**config.mk**
```make
export PLATFORM = sky130hd
export DESIGN_NAME = bgs_ctrl
export DESIGN_NICKNAME = d
export VERILOG_FILES = /design/src/rtl/bgs_pkg.sv /design/src/rtl/bgs_ctrl.sv
export SDC_FILE = /design/constraint.sdc
export NUM_CORES = 1
export LEC_CHECK = 0
export ABC_CLOCK_PERIOD_IN_PS = 8200
export BUFFER_PORTS_ARGS = -buffer_cell sky130_fd_sc_hd__buf_2
export CAP_MARGIN = 20
export CORE_ASPECT_RATIO = 1.1
export CORE_MARGIN = 1.5
export CORE_UTILIZATION = 39
export CTS_CLUSTER_SIZE = 25
export DETAILED_ROUTE_END_ITERATION = 8
export PLACE_DENSITY_LB_ADDON = 0.08
export SYNTH_ARGS = -nofsm -noshare
export SYNTH_HDL_FRONTEND = slang
export SYNTH_SLANG_ARGS = --single-unit
```
**constraint.sdc**
```tcl
create_clock -name clk -period 8.2 [get_ports clk]
set_input_delay 0.82 -clock clk [delete_from_list [all_inputs] [get_ports clk]]
set_output_delay 0.82 -clock clk [all_outputs]
set_load 0.1 [all_outputs]
```
**src/rtl/bgs_pkg.sv**
```systemverilog
// Shared types and constants for the block Gauss-Seidel sweep engine.
// Holds the command/status structs between controller and datapath, and the state and mode codes.
// No dependencies.
`default_nettype none

package bgs_pkg;

    localparam int DEF_MAX_NODES    = 1024;
    localparam int DEF_MAX_NONZEROS = 8192;
    localparam int DEF_MAX_BLOCK    = 4;
    localparam int DEF_VALUE_BITS   = 32;

    // Field widths of the command and status structs; wide enough for the largest parameters
    localparam int ROW_FW = 17;
    localparam int K_FW   = 21;

    // Lanes of the residual vector (largest block size)
    localparam int LANES = 4;

    localparam logic [1:0] CFG_BLOCK_SIZE  = 2'd0;
    localparam logic [1:0] CFG_NODE_COUNT  = 2'd1;
    localparam logic [1:0] CFG_SWEEP_COUNT = 2'd2;
    localparam logic [1:0] CFG_SYMMETRIC   = 2'd3;

    typedef enum logic [2:0] {
        MODE_ROW_START = 3'd0,
        MODE_COLUMN    = 3'd1,
        MODE_BLOCK     = 3'd2,
        MODE_INV_DIAG  = 3'd3,
        MODE_RHS       = 3'd4,
        MODE_SOLUTION  = 3'd5,
        MODE_RUN       = 3'd6,
        MODE_READ      = 3'd7
    } mode_t;

    typedef enum logic [4:0] {
        OP_NOP,
        OP_CLEAR,
        OP_LOAD,
        OP_RD_ISSUE,
        OP_RD_TAKE,
        OP_DONE,
        OP_BEG_ISSUE,
        OP_END_ISSUE,
        OP_END_TAKE,
        OP_RHS_ISSUE,
        OP_RHS_TAKE,
        OP_COL_ISSUE,
        OP_COL_TAKE,
        OP_MAC_ISSUE,
        OP_MAC_MUL,
        OP_MAC_SUB,
        OP_INV_ISSUE,
        OP_INV_MUL,
        OP_INV_ADD,
        OP_WB
    } dp_op_t;

    typedef enum logic [4:0] {
        ST_CLEAR,
        ST_IDLE,
        ST_READ_TAKE,
        ST_RUN_START,
        ST_BEG_ISSUE,
        ST_END_ISSUE,
        ST_END_TAKE,
        ST_RHS_ISSUE,
        ST_RHS_TAKE,
        ST_K_CHECK,
        ST_COL_ISSUE,
        ST_COL_TAKE,
        ST_COL_CHECK,
        ST_MAC_ISSUE,
        ST_MAC_MUL,
        ST_MAC_SUB,
        ST_INV_ISSUE,
        ST_INV_MUL,
        ST_INV_ADD,
        ST_WB,
        ST_DONE
    } ctl_state_t;

    typedef struct packed {
        dp_op_t            op;
        logic [ROW_FW-1:0] row;
        logic [K_FW-1:0]   k;
        logic [1:0]        d1;
        logic [1:0]        d2;
        logic [2:0]        bs;
    } dp_cmd_t;

    typedef struct packed {
        logic [K_FW-1:0] beg;
        logic [K_FW-1:0] fin;
        logic            col_skip;
    } dp_stat_t;

endpackage

`default_nettype wire

```
**src/rtl/bgs_ctrl.sv**
```systemverilog
// Controller of the sweep engine: configuration registers, solution clearing pass,
// item handshake and the row / nonzero / block-element sequencing. Uses bgs_pkg.
`default_nettype none

module bgs_ctrl
    import bgs_pkg::*;
#(
    parameter int MAX_NODES    = DEF_MAX_NODES,
    parameter int MAX_NONZEROS = DEF_MAX_NONZEROS,
    parameter int MAX_BLOCK    = DEF_MAX_BLOCK
) (
    input  wire logic        clk,
    input  wire logic        rst_n,
    input  wire logic        cfg_we,
    input  wire logic [1:0]  cfg_index,
    input  wire logic [15:0] cfg_wdata,
    input  wire logic        in_valid,
    output logic             in_ready,
    input  wire logic [2:0]  mode,
    output logic             out_valid,
    input  wire logic        out_ready,
    output dp_cmd_t          cmd,
    input  wire dp_stat_t    stat
);

    localparam int NODE_W = (MAX_NODES > 1) ? $clog2(MAX_NODES) : 1;
    localparam int RS_AW  = $clog2(MAX_NODES + 1);
    localparam int KW     = $clog2(MAX_NONZEROS + 1);
    localparam int CLR_W  = NODE_W + 2;

    ctl_state_t state_reg, state_next;

    logic [2:0]        bs_cfg_reg;
    logic [10:0]       nodes_cfg_reg;
    logic [15:0]       sweeps_cfg_reg;
    logic              sym_cfg_reg;

    logic [15:0]       sweep_reg, sweep_next;
    logic              back_reg, back_next;
    logic [NODE_W-1:0] row_reg, row_next;
    logic [KW-1:0]     k_reg, k_next;
    logic [1:0]        d1_reg, d1_next;
    logic [1:0]        d2_reg, d2_next;
    logic [CLR_W-1:0]  clr_reg, clr_next;
    logic              out_valid_reg, out_valid_next;

    logic [2:0]        bs_eff;
    logic [1:0]        bs_last;
    logic [RS_AW-1:0]  n_eff;
    logic [NODE_W-1:0] row_last;
    logic              accept;
    logic              sweep_end;

    assign in_ready  = (state_reg == ST_IDLE) && (!out_valid_reg || out_ready);
    assign out_valid = out_valid_reg;
    assign accept    = in_valid && in_ready;

    always_comb
    begin
        if (bs_cfg_reg == 3'd0)
        begin
            bs_eff = 3'd1;
        end
        else if (32'(bs_cfg_reg) > MAX_BLOCK)
        begin
            bs_eff = 3'(MAX_BLOCK);
        end
        else
        begin
            bs_eff = bs_cfg_reg;
        end
        bs_last = 2'(bs_eff - 3'd1);
        if (32'(nodes_cfg_reg) > MAX_NODES)
        begin
            n_eff = RS_AW'(MAX_NODES);
        end
        else
        begin
            n_eff = RS_AW'(nodes_cfg_reg);
        end
        row_last = NODE_W'(n_eff - RS_AW'(1));
    end

    // Configuration registers
    always_ff @(posedge clk or negedge rst_n)
    begin
        if (!rst_n)
        begin
            bs_cfg_reg     <= 3'd1;
            nodes_cfg_reg  <= 11'd0;
            sweeps_cfg_reg <= 16'd1;
            sym_cfg_reg    <= 1'b0;
        end
        else if (cfg_we)
        begin
            unique case (cfg_index)
                CFG_BLOCK_SIZE:  bs_cfg_reg     <= cfg_wdata[2:0];
                CFG_NODE_COUNT:  nodes_cfg_reg  <= cfg_wdata[10:0];
                CFG_SWEEP_COUNT: sweeps_cfg_reg <= cfg_wdata;
                CFG_SYMMETRIC:   sym_cfg_reg    <= cfg_wdata[0];
                default:         sym_cfg_reg    <= sym_cfg_reg;
            endcase
        end
    end

    always_ff @(posedge clk or negedge rst_n)
    begin
        if (!rst_n)
        begin
            state_reg     <= ST_CLEAR;
            sweep_reg     <= '0;
            back_reg      <= 1'b0;
            row_reg       <= '0;
            k_reg         <= '0;
            d1_reg        <= '0;
            d2_reg        <= '0;
            clr_reg       <= '0;
            out_valid_reg <= 1'b0;
        end
        else
        begin
            state_reg     <= state_next;
            sweep_reg     <= sweep_next;
            back_reg      <= back_next;
            row_reg       <= row_next;
            k_reg         <= k_next;
            d1_reg        <= d1_next;
            d2_reg        <= d2_next;
            clr_reg       <= clr_next;
            out_valid_reg <= out_valid_next;
        end
    end

    assign sweep_end = (17'(sweep_reg) + 17'd1) == 17'(sweeps_cfg_reg);

    always_comb
    begin
        state_next     = state_reg;
        sweep_next     = sweep_reg;
        back_next      = back_reg;
        row_next       = row_reg;
        k_next         = k_reg;
        d1_next        = d1_reg;
        d2_next        = d2_reg;
        clr_next       = clr_reg;
        out_valid_next = out_valid_reg;
        if (out_valid_reg && out_ready)
        begin
            out_valid_next = 1'b0;
        end

        cmd.op  = OP_NOP;
        cmd.row = ROW_FW'(row_reg);
        cmd.k   = K_FW'(k_reg);
        cmd.d1  = d1_reg;
        cmd.d2  = d2_reg;
        cmd.bs  = bs_eff;

        unique case (state_reg)
            ST_CLEAR:
            begin
                cmd.op   = OP_CLEAR;
                cmd.row  = ROW_FW'(clr_reg[CLR_W-1:2]);
                cmd.d1   = clr_reg[1:0];
                clr_next = clr_reg + CLR_W'(1);
                if (&clr_reg)
                begin
                    state_next = ST_IDLE;
                end
            end
            ST_IDLE:
            begin
                if (accept)
                begin
                    unique case (mode_t'(mode))
                        MODE_RUN:  state_next = ST_RUN_START;
                        MODE_READ:
                        begin
                            cmd.op     = OP_RD_ISSUE;
                            state_next = ST_READ_TAKE;
                        end
                        default:   cmd.op = OP_LOAD;
                    endcase
                end
            end
            ST_READ_TAKE:
            begin
                cmd.op         = OP_RD_TAKE;
                out_valid_next = 1'b1;
                state_next     = ST_IDLE;
            end
            ST_RUN_START:
            begin
                sweep_next = '0;
                back_next  = 1'b0;
                row_next   = '0;
                if (sweeps_cfg_reg == 16'd0 || n_eff == '0)
                begin
                    state_next = ST_DONE;
                end
                else
                begin
                    state_next = ST_BEG_ISSUE;
                end
            end
            ST_BEG_ISSUE:
            begin
                cmd.op     = OP_BEG_ISSUE;
                state_next = ST_END_ISSUE;
            end
            ST_END_ISSUE:
            begin
                cmd.op     = OP_END_ISSUE;
                state_next = ST_END_TAKE;
            end
            ST_END_TAKE:
            begin
                cmd.op     = OP_END_TAKE;
                d1_next    = '0;
                state_next = ST_RHS_ISSUE;
            end
            ST_RHS_ISSUE:
            begin
                cmd.op     = OP_RHS_ISSUE;
                state_next = ST_RHS_TAKE;
            end
            ST_RHS_TAKE:
            begin
                cmd.op = OP_RHS_TAKE;
                if (d1_reg == bs_last)
                begin
                    k_next     = KW'(stat.beg);
                    state_next = ST_K_CHECK;
                end
                else
                begin
                    d1_next    = d1_reg + 2'd1;
                    state_next = ST_RHS_ISSUE;
                end
            end
            ST_K_CHECK:
            begin
                d1_next = '0;
                d2_next = '0;
                if (k_reg < KW'(stat.fin))
                begin
                    state_next = ST_COL_ISSUE;
                end
                else
                begin
                    state_next = ST_INV_ISSUE;
                end
            end
            ST_COL_ISSUE:
            begin
                cmd.op     = OP_COL_ISSUE;
                state_next = ST_COL_TAKE;
            end
            ST_COL_TAKE:
            begin
                cmd.op     = OP_COL_TAKE;
                state_next = ST_COL_CHECK;
            end
            ST_COL_CHECK:
            begin
                if (stat.col_skip)
                begin
                    k_next     = k_reg + KW'(1);
                    state_next = ST_K_CHECK;
                end
                else
                begin
                    state_next = ST_MAC_ISSUE;
                end
            end
            ST_MAC_ISSUE:
            begin
                cmd.op     = OP_MAC_ISSUE;
                state_next = ST_MAC_MUL;
            end
            ST_MAC_MUL:
            begin
                cmd.op     = OP_MAC_MUL;
                state_next = ST_MAC_SUB;
            end
            ST_MAC_SUB:
            begin
                cmd.op     = OP_MAC_SUB;
                state_next = ST_MAC_ISSUE;
                if (d2_reg == bs_last)
                begin
                    d2_next = '0;
                    if (d1_reg == bs_last)
                    begin
                        d1_next    = '0;
                        k_next     = k_reg + KW'(1);
                        state_next = ST_K_CHECK;
                    end
                    else
                    begin
                        d1_next = d1_reg + 2'd1;
                    end
                end
                else
                begin
                    d2_next = d2_reg + 2'd1;
                end
            end
            ST_INV_ISSUE:
            begin
                cmd.op     = OP_INV_ISSUE;
                state_next = ST_INV_MUL;
            end
            ST_INV_MUL:
            begin
                cmd.op     = OP_INV_MUL;
                state_next = ST_INV_ADD;
            end
            ST_INV_ADD:
            begin
                cmd.op = OP_INV_ADD;
                if (d2_reg == bs_last)
                begin
                    state_next = ST_WB;
                end
                else
                begin
                    d2_next    = d2_reg + 2'd1;
                    state_next = ST_INV_ISSUE;
                end
            end
            ST_WB:
            begin
                cmd.op  = OP_WB;
                d2_next = '0;
                if (d1_reg != bs_last)
                begin
                    d1_next    = d1_reg + 2'd1;
                    state_next = ST_INV_ISSUE;
                end
                else
                begin
                    state_next = ST_BEG_ISSUE;
                    if (!back_reg)
                    begin
                        if (row_reg != row_last)
                        begin
                            row_next = row_reg + NODE_W'(1);
                        end
                        else if (sym_cfg_reg)
                        begin
                            // backward pass starts on the last row again
                            back_next = 1'b1;
                        end
                        else if (sweep_end)
                        begin
                            state_next = ST_DONE;
                        end
                        else
                        begin
                            sweep_next = sweep_reg + 16'd1;
                            row_next   = '0;
                        end
                    end
                    else if (row_reg != '0)
                    begin
                        row_next = row_reg - NODE_W'(1);
                    end
                    else if (sweep_end)
                    begin
                        state_next = ST_DONE;
                    end
                    else
                    begin
                        sweep_next = sweep_reg + 16'd1;
                        back_next  = 1'b0;
                        row_next   = '0;
                    end
                end
            end
            ST_DONE:
            begin
                cmd.op         = OP_DONE;
                out_valid_next = 1'b1;
                state_next     = ST_IDLE;
            end
            default:
            begin
                state_next = ST_IDLE;
            end
        endcase
    end

endmodule

`default_nettype wire

```
# --- Yosys cells after proc, flatten, opt, wreduce, memory -nomap -nowiden ---
# Cells that the tools add are included.
word_totals:
  word_cells: 164
  in_bits: 69
  out_inout_bits: 52
  regBits: 94
op_classes:
  n_eq_ne: 45
  order_cmp: 3
  add_sub_neg: 10
  n_mux: 61
  reduce_logical: 32
ops:
  columns: ["op", "n"]
  rows:
  - ["16-bit two-way mux", 6]
  - ["5-bit one-hot mux with 19 select lines", 1]
  - ["5-bit one-hot mux with 18 select lines", 1]
  - ["10-bit two-way mux", 7]
  - ["14-bit two-way mux", 4]
  - ["5-bit two-way mux", 10]
  - ["14-bit one-hot mux with 3 select lines", 1]
  - ["5-bit by 4-bit equality test with 1-bit output (second input constant)", 8]
  - ["16-bit one-hot mux with 2 select lines", 1]
  - ["5-bit equality test (second input constant)", 5]
  - ["5-bit by 3-bit equality test with 1-bit output (second input constant)", 4]
  - ["2-bit != test (second input constant)", 10]
  - ["10-bit one-hot mux with 2 select lines", 1]
  - ["10-bit by 1-bit subtractor with 10-bit output (second input constant)", 2]
  - ["2-bit two-way mux", 9]
  - ["16-bit by 1-bit adder with 17-bit output (second input constant)", 1]
  - ["17-bit by 16-bit equality test with 1-bit output", 1]
  - ["16-bit by 1-bit adder with 16-bit output (second input constant)", 1]
  - ["16-bit zero test", 1]
  - ["3-bit two-way mux", 5]
  - ["14-bit by 1-bit adder with 14-bit output (second input constant)", 1]
  - ["14-bit less-than comparator", 1]
  - ["12-bit by 1-bit adder with 12-bit output (second input constant)", 1]
  - ["12-bit AND reduction", 1]
  - ["40 further kinds", 68]

# --- Logic depth before layout (Yosys ltp) ---
logic_depth:
  depth_word: 8
  mapped_depth: 15
  depth_no_buf: 12

# --- Worst setup path before layout ---
# Ideal clock, no wire load.
synth_timing:
  kind: "reg2out"
  from: "register out_valid_reg (netlist: out_valid)"
  to: "output cmd[46] (netlist name)"
  stages_incl_launch_ff: 6
  arrival_ns: 4.362
  t_required_ns: 7.380
  path_buffers: 0
  path_slack_ns: 3.018
  cell_sequence: "dfrtp_1 -> nor2b_1 -> nor3_1 -> and2_1 -> o21ai_0 -> o211ai_1"
synth_rtl:
  columns: ["item", "line_no", "text"]
  rows:
  - ["start, declared", "bgs_ctrl.sv:45", "logic out_valid_reg, out_valid_next;"]
  - ["start signal, assigned", "bgs_ctrl.sv:130", "out_valid_reg <= out_valid_next;"]
  - ["end, declared", "bgs_ctrl.sv:22", "output dp_cmd_t cmd,"]

# --- Worst setup path in the final report ---
layout_timing:
  from: "register nodes_cfg_reg[10]"
  to: "register sweep_reg[8]"
layout_via:
  elab_chain_len: 6
layout_rtl:
  columns: ["item", "line_no", "text"]
  rows:
  - ["start, declared", "bgs_ctrl.sv:34", "logic [10:0] nodes_cfg_reg;"]
  - ["start signal, assigned", "bgs_ctrl.sv:98", "CFG_NODE_COUNT: nodes_cfg_reg <= cfg_wdata[10:0];"]
  - ["11-bit > comparator", "bgs_ctrl.sv:73", "if (32'(nodes_cfg_reg) > MAX_NODES)"]
  - ["11-bit two-way mux", "bgs_ctrl.sv:73", null]
  - ["10-bit by 1-bit subtractor with 10-bit output", "bgs_ctrl.sv:81", "row_last = NODE_W'(n_eff - RS_AW'(1));"]
  - ["10-bit != test", "bgs_ctrl.sv:346", "if (row_reg != row_last)"]
  - ["3-bit != test (no source line)", null, null]
  - ["5-bit AND reduction (no source line)", null, null]
  - ["end signal, assigned", "bgs_ctrl.sv:123", "sweep_reg <= sweep_next;"]
  - ["end, declared", "bgs_ctrl.sv:38", "logic [15:0] sweep_reg, sweep_next;"]
# No other way between the ends.
# A chain may end at the register's enable or synchronous reset.

==> flow_metrics.env <==
export IMPL_core_area_um2=17600
export IMPL_slew_headroom=0.388
export IMPL_setup_slack_ps=3440
export IMPL_holdWs_ps=376
export IMPL_reg2regPathDepth=12
export IMPL_syn_avg_cell_area_um2=8.40
export IMPL_final_period_utilization=0.581
export IMPL_gp_congestion=0.921
export IMPL_ctsResizeCount=0
export IMPL_powerDensity_nw_per_um2=341
export IMPL_max_freq_ghz=0.210
export IMPL_wire_per_inst_um=16.9
export IMPL_seq_area_frac_synth=0.337
export IMPL_fill_cells=1789
export IMPL_hold_viol=0
export IMPL_grt_max_degree=71
export IMPL_synth_most_common_cell="dfrtp_1"
export IMPL_wl_mm=19.2
export IMPL_layout_cells_non_filler=1133
export IMPL_skew_ps=8.88
export IMPL_post_cts_buffers=0
export IMPL_cp_start_kind="register"
export IMPL_dp_hpwl_mm=14.0
export IMPL_min_period_ps=4760
export IMPL_worst_pin_slew_ps=917
export IMPL_crit_type="register to register"
export IMPL_ios=121
export IMPL_grt_pass1_vias=6009
export IMPL_required_ps=8490
export IMPL_grt_antenna_before_repair=0
export IMPL_diodes=0
export IMPL_max_cap_violations=0
export IMPL_ys_top_cells_by_count="92 x dfrtp_1, 76 x nand2_1, 72 x o21ai_0"
export IMPL_cts_sinks=94
export IMPL_synth_largest_area_cell="dfrtp_1"
export IMPL_yosys_warnings=0
export IMPL_rsz0062_at_grt="false"
export IMPL_fp_dieArea_um2=18700
export IMPL_hold_class="input port to asynchronous set/reset pin"
export IMPL_path_clk_slew_ps=70
export IMPL_nets=978
export IMPL_h_tree_depth=3
export IMPL_via_count=6480
export IMPL_die_h_um=143
export IMPL_synth_area_top_cells="dfrtp_1 33%, mux2_2 6.6%, o21ai_0 5.2%"
export IMPL_crit_fanout=18
export IMPL_cts_inserted_buffers=9
export IMPL_ys_ff_latch=94
export IMPL_netlist_area_um2=6980
export IMPL_cts_path_max_buffers=2
export IMPL_port_buffer_count=92
export IMPL_worst_endpoint_arrival_ps=5050
export IMPL_setup_tns_ps=0
export IMPL_area_growth_pct=13.3
export IMPL_power_leakage_uw=0.00338
export IMPL_ant_nets=0
export IMPL_rrSetupSlack_ps=3440
export IMPL_drc=0
export IMPL_drtIter0Drc=440
export IMPL_cp_cell_sequence="clkinv_1 -> nand2_1 -> ha_1 -> xor2_1 -> nand4b_1 -> a2bb2oi_1 -> o32ai_1 -> or4_1 -> o31ai_4 -> nand3b_1 -> or4_1 -> nand2_1"
export IMPL_r2r_start="nodes_cfg_reg[10]"
export IMPL_dp_slack_ps=3510
export IMPL_cp_slowest_cell="o31ai_4"
export IMPL_vias_per_cell=5.72
export IMPL_die_x_um=131
export IMPL_track_usage=0.210
export IMPL_grt_ovfl_total=0
export IMPL_synth_edff_count=0
export IMPL_end_kind="register"
export IMPL_core_rowCount=51
export IMPL_synth_top_area_frac=0.330
export IMPL_stdcell_area_um2=7910
export IMPL_grt_pass1_wl_mm=30.8
export IMPL_synthCells=831
export IMPL_status="finished, final reports clean"
export IMPL_max_vdd_ir_drop_mv=0.432
export IMPL_hold_buffers=0
export IMPL_place_inst=1115
export IMPL_root_buffer="clkbuf_16"
export IMPL_setup_viol=0
export IMPL_ys_types=73
export IMPL_drive_above_1_share=0.193
export IMPL_clkLatencyLatePin_ps=350
export IMPL_synthArstFlopShare=1.00
export IMPL_dpl_instance_area_um2=7540
export IMPL_slew_violations=0
export IMPL_dr_pass1_iters=5
export IMPL_crit_path_max_incr_delay_ps=720
export IMPL_cts_tree="yes"
export IMPL_start_util=0.396
export IMPL_ys_flop_type="dfrtp_1"
export IMPL_regToRegEndpoint="sweep_reg[8]"
-- area by class of cell --
| cell class | instances | area (um2) | share of cell area |
|---|---|---|---|
| Clock buffer | 10 | 229 | 0.0289 |
| Clock inverter | 6 | 109 | 0.0138 |
| Inverter | 35 | 131 | 0.0166 |
| Multi-Input combinational cell | 649 | 4240 | 0.536 |
| Sequential cell | 94 | 2350 | 0.298 |
| Tap cell | 238 | 298 | 0.0376 |
| Timing Repair Buffer | 101 | 548 | 0.0693 |
-- worst max-delay path: cells and delay by family, from the launching register on --
family	cells	cell delay, ps
buffers and inverters	1	340
AO/OA/AOI/OAI	3	980
adder cells (fa/ha/maj)	1	370
XOR/XNOR	1	270
flip-flops	1	580
AND/OR/NAND/NOR	6	2140
-- logic make-up (layout without fill, tap and decap cells) --
group,after synthesis,after routing,share of synthesized area
and+or+nand+nor,291,291,0.220
xor gates and xnor gates,42,42,0.0566
adders and majority gates,19,19,0.0341
buffers and inverters,101,152,0.0638
muxes,44,44,0.0704
DFF,94,94,0.337
AOI/OAI and AO/OA,239,239,0.217
other,1,14,0.000537
-- per-layer routing --
layer / vias to the layer above / GRT usage / part of all wire
li1: 3153 / - / -
met1: 3106 / 0.298 / 0.47
met2: 198 / 0.325 / 0.46
met3: 23 / 0.0302 / 0.057
met4: 0 / 0.0758 / 0.017
met5: - / 0 / 0
-- report_power, final --
group | switching, uW | total (uW) | internal (uW)
clock network | 186 | 485 | 298
registers | 204 | 765 | 561
logic | 1030 | 1440 | 415
-- per-stage QoR --
stage | util | total power [uW]
global route | 0.449 | 2870
finish | 0.449 | 2690
global placement | 0.428 | 2160
CTS | 0.447 | 2680
detailed placement | 0.428 | 2190
floorplan | - | 1900
-- worst max path at each step --
stage	start	cells past startpoint	end
floorplan	out_valid	5	cmd[46]
global placement	nodes_cfg_reg[10]	12	sweep_reg[8]
detailed placement	nodes_cfg_reg[10]	12	sweep_reg[8]
CTS	nodes_cfg_reg[10]	12	sweep_reg[8]
global route	nodes_cfg_reg[10]	12	sweep_reg[8]
finish	nodes_cfg_reg[10]	12	sweep_reg[8]
-- cell usage in the layout (no fill, tap or decap), types with 10 or more instances in the layout --
| master | n |
|---|---|
| dfrtp_1 | 92 |
| buf_2 | 92 |
| nand2_1 | 76 |
| o21ai_0 | 72 |
| a21oi_1 | 61 |
| nor2_1 | 42 |
| mux2_2 | 41 |
| inv_1 | 33 |
| nand3_1 | 32 |
| nand4_1 | 26 |
| xnor2_1 | 23 |
| ha_1 | 19 |
| nor3_1 | 18 |
| xor2_1 | 17 |
| nor4_1 | 16 |
| a31oi_1 | 14 |
| nand2b_1 | 14 |
| conb_1 | 14 |
| nor2b_1 | 12 |
| and3_1 | 11 |
| a21o_1 | 10 |
No activity file was read; power rests on OpenSTA's default activity.
